## src/sv/mrr_pkg.sv

```systemverilog
// Package: constants, command and status codes for the round-robin scheduler.
package mrr_pkg;
    localparam int NUM_CORES_DEF   = 4;
    localparam int QUEUE_DEPTH_DEF = 16;
    localparam int MAX_TASKS_DEF   = 256;
    localparam int TICK_BITS_DEF   = 16;

    localparam int CMD_W    = 3;
    localparam int TASK_W   = 8;
    localparam int SEL_W    = 2;
    localparam int STATUS_W = 2;
    localparam int CFG_IDX_W = 3;
    localparam int CFG_W    = 16;
    localparam int TOTAL_W  = 9;
    localparam int ACT_W    = 3;

    localparam logic [TOTAL_W-1:0] TOTAL_MAX = 9'd511;

    localparam logic [CMD_W-1:0] CMD_LOAD    = 3'd0;
    localparam logic [CMD_W-1:0] CMD_UNBLOCK = 3'd1;
    localparam logic [CMD_W-1:0] CMD_TICK    = 3'd2;
    localparam logic [CMD_W-1:0] CMD_BLOCK   = 3'd3;
    localparam logic [CMD_W-1:0] CMD_EXIT    = 3'd4;

    localparam logic [STATUS_W-1:0] ST_OK      = 2'd0;
    localparam logic [STATUS_W-1:0] ST_FULL    = 2'd1;
    localparam logic [STATUS_W-1:0] ST_NOT_BLK = 2'd2;

    localparam logic [CFG_IDX_W-1:0] REG_ACTIVE = 3'd0;
    localparam logic [CFG_IDX_W-1:0] REG_Q0     = 3'd1;
    localparam logic [CFG_IDX_W-1:0] REG_Q3     = 3'd4;

    localparam logic [ACT_W-1:0] ACTIVE_RST = 3'd4;
    localparam logic [CFG_W-1:0] QUANTUM_RST = 16'd10;

    // queue memory access request from the controller
    typedef struct packed {
        logic       rd;
        logic       wr;
        logic [7:0] wr_data;
    } qreq_t;
endpackage

```

## src/sv/mrr_queue_mem.sv

```systemverilog
// Ready-queue store: one-write, one-read synchronous RAM shared by all cores.
module mrr_queue_mem #(
    parameter int DEPTH = 64,
    parameter int AW    = 6
) (
    input  logic          clk,
    input  logic          we,
    input  logic [AW-1:0] waddr,
    input  logic [7:0]    wdata,
    input  logic          re,
    input  logic [AW-1:0] raddr,
    output logic [7:0]    rdata
);
    logic [7:0] mem [DEPTH];
    logic [7:0] rdata_reg;

    always_ff @(posedge clk)
    begin
        if (we)
            mem[waddr] <= wdata;
        if (re)
            rdata_reg <= mem[raddr];
    end

    assign rdata = rdata_reg;
endmodule

```

## src/sv/mrr_block_mem.sv

```systemverilog
// Blocked-task table: valid bit and core per task in one RAM, wiped after reset.
module mrr_block_mem #(
    parameter int MAX_TASKS = 256,
    parameter int TW        = 8,
    parameter int CW        = 2
) (
    input  logic          clk,
    input  logic          rst_n,
    input  logic          set,
    input  logic          clr,
    input  logic [TW-1:0] waddr,
    input  logic [CW-1:0] wcore,
    input  logic [TW-1:0] raddr,
    output logic          rvalid,
    output logic [CW-1:0] rcore,
    output logic          busy
);
    // entry: {valid, core}
    logic [CW:0]   tab_mem [MAX_TASKS];
    logic [CW:0]   rd_reg;
    logic          wipe_reg;
    logic [TW-1:0] wipe_idx_reg;
    logic          tab_we;
    logic [TW-1:0] tab_waddr;
    logic [CW:0]   tab_wdata;

    always_comb
    begin
        if (wipe_reg)
        begin
            tab_we    = 1'b1;
            tab_waddr = wipe_idx_reg;
            tab_wdata = '0;
        end
        else
        begin
            tab_we    = set || clr;
            tab_waddr = waddr;
            tab_wdata = {set, wcore};
        end
    end

    always_ff @(posedge clk)
    begin
        if (tab_we)
            tab_mem[tab_waddr] <= tab_wdata;
        rd_reg <= tab_mem[raddr];
    end

    // one entry cleared per cycle after reset
    always_ff @(posedge clk or negedge rst_n)
    begin
        if (!rst_n)
        begin
            wipe_reg     <= 1'b1;
            wipe_idx_reg <= '0;
        end
        else if (wipe_reg)
        begin
            if (32'(wipe_idx_reg) == MAX_TASKS - 1)
                wipe_reg <= 1'b0;
            wipe_idx_reg <= wipe_idx_reg + 1'b1;
        end
    end

    assign busy   = wipe_reg;
    assign rvalid = rd_reg[CW];
    assign rcore  = rd_reg[CW-1:0];
endmodule

```

## src/sv/multicore_round_robin_scheduler_unit.sv

```systemverilog
// Top level: per-core round-robin scheduler with command sequencer.
//  channel | signals                                   | dir
//  in      | in_valid, in_stall, cmd, task_id, core_sel | in (in_stall out)
//  out     | out_valid, out_stall, core_used, running_task, core_idle, status | out (out_stall in)
//  cfg     | cfg_we, cfg_index, cfg_data               | in
// A command first reads the queue and blocked-table RAMs, then does the update and
// write-back; the result word is registered at the edge ending the update.
// A result held by out_stall keeps the input stalled until it is taken.
// Reset clears the per-core state at once; the blocked table is then wiped one
// entry per cycle, so the input stays stalled after reset until every entry is cleared.
// A stalled result holds; input stall is high while a command is in flight.
module multicore_round_robin_scheduler_unit #(
    parameter int NUM_CORES   = mrr_pkg::NUM_CORES_DEF,
    parameter int QUEUE_DEPTH = mrr_pkg::QUEUE_DEPTH_DEF,
    parameter int MAX_TASKS   = mrr_pkg::MAX_TASKS_DEF,
    parameter int TICK_BITS   = mrr_pkg::TICK_BITS_DEF
) (
    input  logic                             clk,
    input  logic                             rst_n,
    input  logic                             in_valid,
    output logic                             in_stall,
    input  logic [mrr_pkg::CMD_W-1:0]        cmd,
    input  logic [mrr_pkg::TASK_W-1:0]       task_id,
    input  logic [mrr_pkg::SEL_W-1:0]        core_sel,
    output logic                             out_valid,
    input  logic                             out_stall,
    output logic [mrr_pkg::SEL_W-1:0]        core_used,
    output logic [mrr_pkg::TASK_W-1:0]       running_task,
    output logic                             core_idle,
    output logic [mrr_pkg::STATUS_W-1:0]     status,
    input  logic                             cfg_we,
    input  logic [mrr_pkg::CFG_IDX_W-1:0]    cfg_index,
    input  logic [mrr_pkg::CFG_W-1:0]        cfg_data
);
    localparam int CI  = (NUM_CORES > 1) ? $clog2(NUM_CORES) : 1;
    localparam int QI  = $clog2(QUEUE_DEPTH);
    localparam int QC  = $clog2(QUEUE_DEPTH + 1);
    localparam int AW  = CI + QI;
    localparam int BTW = $clog2(MAX_TASKS);
    localparam logic [TICK_BITS-1:0] TICK_MAX = '1;
    localparam logic [QC-1:0] QFULL = QC'(QUEUE_DEPTH);

    localparam logic [1:0] S_IDLE = 2'd0;
    localparam logic [1:0] S_EXEC = 2'd1;

    // config
    logic [mrr_pkg::ACT_W-1:0] active_reg;
    logic [mrr_pkg::CFG_W-1:0] quant_reg [4];

    // per-core state
    logic [QI-1:0]              head_reg  [NUM_CORES];
    logic [QI-1:0]              tail_reg  [NUM_CORES];
    logic [QC-1:0]              count_reg [NUM_CORES];
    logic [7:0]                 run_reg   [NUM_CORES];
    logic [NUM_CORES-1:0]       idle_reg;
    logic [TICK_BITS-1:0]       ticks_reg [NUM_CORES];
    logic [mrr_pkg::TOTAL_W-1:0] total_reg [NUM_CORES];

    logic [1:0]                 state_reg;
    logic [mrr_pkg::CMD_W-1:0]  cmd_reg;
    logic [7:0]                 tid_reg;
    logic [CI-1:0]              core_reg;

    logic                       ovalid_reg;
    logic [mrr_pkg::SEL_W-1:0]  ocore_reg;
    logic [7:0]                 orun_reg;
    logic                       oidle_reg;
    logic [mrr_pkg::STATUS_W-1:0] ostat_reg;

    logic in_acc;
    logic [CI-1:0] sel_c, best_c;
    logic [AW-1:0] raddr, waddr;
    logic          q_re;
    logic [7:0]    q_rdata;
    logic          b_valid;
    logic [CI-1:0] b_core;
    logic          b_busy;
    mrr_pkg::qreq_t qreq;
    logic          b_set, b_clr;
    logic [BTW-1:0] b_waddr;

    assign in_stall = (state_reg != S_IDLE) || (ovalid_reg && out_stall) || b_busy;
    assign in_acc   = in_valid && !in_stall;

    // core_sel modulo NUM_CORES by repeated subtraction
    always_comb
    begin
        int s;
        s = int'(core_sel);
        for (int k = 0; k < 3; k++)
            if (s >= NUM_CORES)
                s = s - NUM_CORES;
        sel_c = CI'(s);
    end

    // least-loaded active core, lowest index on ties
    always_comb
    begin
        int n;
        n = int'(active_reg);
        if (n < 1)
            n = 1;
        if (n > NUM_CORES)
            n = NUM_CORES;
        best_c = '0;
        for (int i = 1; i < NUM_CORES; i++)
            if (i < n && total_reg[i] < total_reg[best_c])
                best_c = CI'(i);
    end

    // read address: the head of the core named by core_sel is read; load and unblock make no use of it
    logic [CI-1:0] rd_core;
    always_comb
    begin
        rd_core = sel_c;
        q_re    = in_acc;
        raddr   = {rd_core, head_reg[rd_core]};
    end

    mrr_queue_mem #(.DEPTH(NUM_CORES * (1 << QI)), .AW(AW)) u_qmem (
        .clk   (clk),
        .we    (qreq.wr),
        .waddr (waddr),
        .wdata (qreq.wr_data),
        .re    (q_re),
        .raddr (raddr),
        .rdata (q_rdata)
    );

    mrr_block_mem #(.MAX_TASKS(MAX_TASKS), .TW(BTW), .CW(CI)) u_bmem (
        .clk    (clk),
        .rst_n  (rst_n),
        .set    (b_set),
        .clr    (b_clr),
        .waddr  (b_waddr),
        .wcore  (core_reg),
        .raddr  (BTW'(task_id)),
        .rvalid (b_valid),
        .rcore  (b_core),
        .busy   (b_busy)
    );

    // execute-cycle decisions
    logic [CI-1:0] c;
    logic [7:0]    push_data;
    logic          do_push, do_pop, full;
    logic [7:0]    new_run;
    logic          new_idle;
    logic [TICK_BITS-1:0] new_ticks, tinc;
    logic [mrr_pkg::TOTAL_W-1:0] new_total;
    logic [mrr_pkg::STATUS_W-1:0] st;
    logic          blank;
    logic          tid_ok, run_ok;

    always_comb
    begin
        c         = core_reg;
        do_push   = 1'b0;
        do_pop    = 1'b0;
        push_data = tid_reg;
        st        = mrr_pkg::ST_OK;
        blank     = 1'b0;
        b_set     = 1'b0;
        b_clr     = 1'b0;
        b_waddr   = BTW'(tid_reg);
        tinc      = '0;
        if (cmd_reg == mrr_pkg::CMD_LOAD)
            c = best_c;
        else if (cmd_reg == mrr_pkg::CMD_UNBLOCK)
            c = b_core;
        // task ids beyond the table are never blocked
        tid_ok    = (32'(tid_reg) < MAX_TASKS);
        run_ok    = (32'(run_reg[c]) < MAX_TASKS);
        full      = (count_reg[c] >= QFULL);
        new_run   = run_reg[c];
        new_idle  = idle_reg[c];
        new_ticks = ticks_reg[c];
        new_total = total_reg[c];
        if (state_reg == S_EXEC)
        begin
            unique case (cmd_reg)
                mrr_pkg::CMD_LOAD:
                begin
                    if (full)
                        st = mrr_pkg::ST_FULL;
                    else
                    begin
                        do_push = 1'b1;
                        if (new_total < mrr_pkg::TOTAL_MAX)
                            new_total = new_total + 1'b1;
                    end
                end
                mrr_pkg::CMD_UNBLOCK:
                begin
                    if (!b_valid || !tid_ok)
                    begin
                        st    = mrr_pkg::ST_NOT_BLK;
                        blank = 1'b1;
                    end
                    else if (full)
                        st = mrr_pkg::ST_FULL;
                    else
                    begin
                        do_push = 1'b1;
                        b_clr   = 1'b1;
                    end
                end
                mrr_pkg::CMD_TICK:
                begin
                    tinc = (ticks_reg[c] < TICK_MAX) ? ticks_reg[c] + 1'b1 : ticks_reg[c];
                    new_ticks = tinc;
                    if (idle_reg[c])
                    begin
                        if (count_reg[c] != 0)
                        begin
                            do_pop    = 1'b1;
                            new_run   = q_rdata;
                            new_idle  = 1'b0;
                            new_ticks = '0;
                        end
                    end
                    else if (32'(tinc) >= 32'(quant_reg[2'(c)]))
                    begin
                        new_ticks = '0;
                        if (count_reg[c] != 0)
                        begin
                            do_pop    = 1'b1;
                            do_push   = 1'b1;
                            push_data = run_reg[c];
                            new_run   = q_rdata;
                        end
                    end
                end
                mrr_pkg::CMD_BLOCK, mrr_pkg::CMD_EXIT:
                begin
                    if (cmd_reg == mrr_pkg::CMD_BLOCK && !idle_reg[c] && run_ok)
                    begin
                        b_set   = 1'b1;
                        b_waddr = BTW'(run_reg[c]);
                    end
                    if (cmd_reg == mrr_pkg::CMD_EXIT && new_total != 0)
                        new_total = new_total - 1'b1;
                    new_ticks = '0;
                    if (count_reg[c] == 0)
                    begin
                        new_idle = 1'b1;
                        new_run  = '0;
                    end
                    else
                    begin
                        do_pop   = 1'b1;
                        new_run  = q_rdata;
                        new_idle = 1'b0;
                    end
                end
                default: ;
            endcase
        end
        qreq.rd      = do_pop;
        qreq.wr      = do_push;
        qreq.wr_data = push_data;
        waddr        = {c, tail_reg[c]};
    end

    always_ff @(posedge clk or negedge rst_n)
    begin
        if (!rst_n)
        begin
            active_reg <= mrr_pkg::ACTIVE_RST;
            for (int i = 0; i < 4; i++)
                quant_reg[i] <= mrr_pkg::QUANTUM_RST;
            for (int i = 0; i < NUM_CORES; i++)
            begin
                head_reg[i]  <= '0;
                tail_reg[i]  <= '0;
                count_reg[i] <= '0;
                run_reg[i]   <= '0;
                ticks_reg[i] <= '0;
                total_reg[i] <= '0;
            end
            idle_reg   <= '1;
            state_reg  <= S_IDLE;
            ovalid_reg <= 1'b0;
        end
        else
        begin
            if (cfg_we)
            begin
                if (cfg_index == mrr_pkg::REG_ACTIVE)
                    active_reg <= cfg_data[mrr_pkg::ACT_W-1:0];
                else if (cfg_index <= mrr_pkg::REG_Q3)
                    quant_reg[2'(cfg_index - mrr_pkg::REG_Q0)] <= cfg_data;
            end
            // a waiting word is always taken before the next command starts
            if (state_reg == S_EXEC)
                ovalid_reg <= 1'b1;
            else if (ovalid_reg && !out_stall)
                ovalid_reg <= 1'b0;
            unique case (state_reg)
                S_IDLE:
                    if (in_acc)
                        state_reg <= S_EXEC;
                S_EXEC:
                begin
                    state_reg    <= S_IDLE;
                    run_reg[c]   <= new_run;
                    idle_reg[c]  <= new_idle;
                    ticks_reg[c] <= new_ticks;
                    total_reg[c] <= new_total;
                    if (do_pop)
                        head_reg[c] <= (32'(head_reg[c]) == QUEUE_DEPTH - 1) ? '0
                            : head_reg[c] + 1'b1;
                    if (do_push)
                        tail_reg[c] <= (32'(tail_reg[c]) == QUEUE_DEPTH - 1) ? '0
                            : tail_reg[c] + 1'b1;
                    if (do_push && !do_pop)
                        count_reg[c] <= count_reg[c] + 1'b1;
                    else if (do_pop && !do_push)
                        count_reg[c] <= count_reg[c] - 1'b1;
                end
                default: state_reg <= S_IDLE;
            endcase
        end
    end

    always_ff @(posedge clk)
    begin
        if (in_acc)
        begin
            cmd_reg  <= cmd;
            tid_reg  <= task_id;
            core_reg <= sel_c;
        end
        if (state_reg == S_EXEC)
        begin
            ocore_reg <= blank ? '0 : mrr_pkg::SEL_W'(c);
            orun_reg  <= (blank || new_idle) ? '0 : new_run;
            oidle_reg <= blank ? 1'b0 : new_idle;
            ostat_reg <= st;
        end
    end

    assign out_valid    = ovalid_reg;
    assign core_used    = ocore_reg;
    assign running_task = orun_reg;
    assign core_idle    = oidle_reg;
    assign status       = ostat_reg;

    a_one_in_flight: assert property (@(posedge clk) disable iff (!rst_n)
        state_reg == S_EXEC |-> in_stall)
        else $error("command accepted during execute");
    a_result_follows: assert property (@(posedge clk) disable iff (!rst_n)
        state_reg == S_EXEC |=> out_valid)
        else $error("no result after execute");
    a_no_over_push: assert property (@(posedge clk) disable iff (!rst_n)
        (state_reg == S_EXEC && do_push && !do_pop) |-> !full)
        else $error("push into full queue");
    a_pop_nonempty: assert property (@(posedge clk) disable iff (!rst_n)
        (state_reg == S_EXEC && do_pop) |-> count_reg[c] != 0)
        else $error("pop from empty queue");
endmodule
```

## config.mk

```make
export PLATFORM = sky130hd
export DESIGN_NAME = multicore_round_robin_scheduler_unit
export DESIGN_NICKNAME = d
export VERILOG_FILES = /design/src/sv/mrr_pkg.sv /design/src/sv/mrr_queue_mem.sv /design/src/sv/mrr_block_mem.sv /design/src/sv/multicore_round_robin_scheduler_unit.sv
export SDC_FILE = /design/constraint.sdc
export NUM_CORES = 2
export LEC_CHECK = 0
export BUFFER_PORTS_ARGS = -buffer_cell sky130_fd_sc_hd__clkbuf_2
export CAP_MARGIN = 20
export CORE_MARGIN = 2
export CORE_UTILIZATION = 35
export CTS_CLUSTER_SIZE = 10
export DETAILED_ROUTE_END_ITERATION = 7
export HOLD_SLACK_MARGIN = 0.12
export SLEW_MARGIN = 10
export SYNTH_ARGS = -nofsm -noshare
export SYNTH_HDL_FRONTEND = slang
export SYNTH_HIERARCHICAL = 1
export SYNTH_SLANG_ARGS = --single-unit
```

## constraint.sdc

```tcl
create_clock -name clk -period 26.2 [get_ports clk]
set_input_delay 2.62 -clock clk [delete_from_list [all_inputs] [get_ports clk]]
set_output_delay 2.62 -clock clk [all_outputs]
set_load 0.01 [all_outputs]
```

==> qor.txt <==
GR Layer Usage met2: 28.3%
drt drc: 0
post-route setup TNS: 0 ps
Netlist cell types: 103
Port Buffers: 51
sequential cell area fraction in the yosys report: 67.5%
R2R setup slack: 11980 ps
Pre-antenna DRT Iters: 5
Worst setup EP type: flip-flop
P_leak: 0.0253 uW
Filler Cell Count: 17700
final period utilization: 54.3%
ratio of cells with drive above 1 in the final layout: 19.3%
dominant synthesized flop cell: edfxtp_1
drt wl/cell: 24.6 um
Compound-Gate Fraction of Synth Area: 5.79%
via count: 39300
reg2reg start: total_reg[33]
Num Clock Sinks: 1583
fraction of registers with async set/reset: 16.8%
synthesized flop and latch total: 1583
main combinational cell family by area after synthesis: multiplexers
number of synthesized flops with an enable pin: 1314
DR vias/cell: 5.55
worst endpoint required time: 26620 ps
fmax: 0.0703 GHz
HPWL after detailed placement: 106 mm
# hold bufs at CTS: 0
MaxCap Viol Count: 0
maximum number of pins on one net before global-route repair: 257
Slowest-stage cell, CP: a2bb2oi_1
max incr delay on CP: 810 ps
TritonCTS clock tree: yes
register area: 0.0462 mm^2
Yosys warnings: 6
Top reg by flops: u_bmem/tab_mem
dpl cells: 6827
first-pass GRT wire length: 262 mm
initial antenna violation count: 2
Die H: 446 um
gr busiest metal: met2
Hold Startpoint: ticks_reg[28]
fin cells: 7093
CP Launch Type: flip-flop
post-layout min period: 14220 ps
Pins Over Slew Limit: 0
cell repeated most along the worst path: a21o_1
largest registers: u_bmem/tab_mem x768, u_qmem/mem x512
Worst-path clk slew: 60 ps
RSZ-0062 raised after global routing: no
relative slew slack: 19.5%
Least-Margin Pin Slew: 1210 ps
TritonCTS buffer count: 179
clk_lat worst skew: 820 ps
outcome: finished, final reports clean
Final Hold Viols: 0
syn nets: 4505
adder-cell share of the synthesized area: 0.896%
simple-gate share of the synthesized area: 8.11%
Routed WL: 174 mm
final layout net count: 4555
Longest Clk Path Bufs: 3
setup violators final: 0
power after layout: 7070 uW
CTS root buf: clkbuf_16
ANT nets after route: 0
total congestion overflow: 0
Core Area: 0.195 mm^2
Avg Inst Size Synth: 15.5 um^2
Largest register FFs: 768
initial core utilization: 35.1%
Area Growth Syn to Fin: 11.8%
cell area after synthesis: 0.0684 mm^2
setup bufs post-CTS: 0
vias in the first global route: 39500
WP data arrival: 14640 ps
multiplexer share of the synthesized area: 15.1%
xor/xnor share of the synthesized area: 0.384%
quantity of gates resized following cts: 0
die area: 0.199 mm^2
RD Place Congestion: 0.883
GR Util met1: 24.1%
Fin Clk Skew: 43.6 ps
Peak VDD IR: 0.0712 mV
Die X: 446 um
H-tree lvl count: 4
Pwr Density: 92.4 mW/mm^2
Cells after Synth: 4419
crit path from: total_reg[33]
grt met3 use: 2.69%
WS Path Type: flip-flop to flip-flop
FP Rows: 162
initial DRC count: 3962
# IOs: 52
hold crit path type: flip-flop to flip-flop
Multi-input gate area: 0.0209 mm^2
Total GRT Usage: 17.4%
CP max FO: 68
-- final cells by class --
cell class                      instances  area share, %
Antenna cell                            1        0.00327
Inverter                               57          0.286
Clock inverter                         19          0.344
Timing Repair Buffer                  128           1.24
Clock buffer                          243           6.19
Sequential cell                      1583           60.4
Multi-Input combinational cell       2520           27.4
Tap cell                             2542           4.16
-- metrics by stage --
step / hold WS, ps / worst slack [ps] / instance area, um^2 / util, %
after global placement: 457 / 12470 / 71400 / 36.7
final: 472 / 11980 / 76400 / 39.3
after floorplan: 443 / 11480 / 68400 / -
after global routing: 494 / 11130 / 76400 / 39.3
after detailed placement: 465 / 12210 / 71400 / 36.7
after CTS: 478 / 12160 / 76400 / 39.2
-- layer usage --
layer	wire (um)	part of all wire [%]	vias up
met4	4380	2.5	0
li1	-	-	17200
met5	0	0	-
met1	74400	43	20400
met3	10800	6.2	252
met2	84500	49	1423
-- power breakdown --
group | internal (uW) | switching (uW)
Clock | 1250 | 959
Combinational | 675 | 1190
Sequential | 2890 | 105
Total | 4820 | 2250
-- worst max-delay path: cells and delay by family (launching register included) --
kind,cells,cell delay (ps)
AO/OA/AOI/OAI,22,5770
AND/OR/NAND/NOR,11,3380
flip-flops,1,410
adder cells (fa/ha/maj),4,1170
XOR/XNOR,1,150
multiplexers,1,490
buffers and inverters,6,2360
-- cell usage after synthesis (9+ instances only) --
master        n  area (um^2)
buf_1        29          109
buf_4        27          203
mux4_2      332         7480
buf_2        43          215
edfxtp_1   1314        39500
and2_1       15         93.8
nor3_1       54          270
a221oi_1      9         78.8
o21ai_0     161          806
a2111oi_0    14          123
or3_1        10         62.6
nand4_1      20          125
nand2_1     467         1750
o21a_1       15          113
nor2b_1      34          213
buf_6        16          180
dfstp_2      14          368
a31oi_1      15         93.8
inv_1        53          199
nand2b_1     26          163
a21oi_1      72          360
o32ai_1      12          105
o21ai_1      35          175
xor2_1       12          105
a22oi_1      26          195
o211ai_1     11         82.6
clkbuf_1    141          529
mux2_2      128         1440
ha_1         49          613
nor2_1      437         1640
o31ai_1      19          143
a21o_1       16          120
mux2i_1     138         1380
o22ai_1      25          156
and3_1       23          144
a211o_1      10         87.6
nor4_1       10         62.6
a32oi_1      11         96.3
a211oi_1     21          158
nand3_1     126          631
dfrtp_1     252         6310
o221ai_1     20          175
xnor2_1      18          158
-- cell families after synthesis --
family / Yosys count
compound gates: 577
mux: 599
xor+xnor: 30
buf+inv: 316
fa+ha+maj: 49
simple gates: 1265
flops: 1583
-- final timing paths --
path	endpoint	depth (start not counted)
min in group asynchronous	out_valid	1
worst max register to register	u_qmem/mem[14][0]	45
worst max-delay path	u_qmem/mem[14][0]	45
worst min register to register	ticks_reg[28]	2
worst min-delay path	ticks_reg[28]	2
max in group asynchronous	u_bmem/wipe_idx_reg[3]	2
-- placed cells by master, fill, tap and decap left out, drive strengths merged, types with 16 or more instances in the layout --
cell    count
a211oi     24
a21o       16
a21oi      74
a22oi      26
a31oi      17
and3       23
buf        79
clkbuf    292
dfrtp     252
edfxtp   1314
ha         49
inv        65
mux2      128
mux2i     139
mux4      332
nand2     468
nand2b     26
nand3     127
nand4      21
nor2      438
nor2b      34
nor3       62
o21ai     197
o221ai     20
o22ai      26
o31ai      19
xnor2      18
Power figures use the tool's default switching activity.
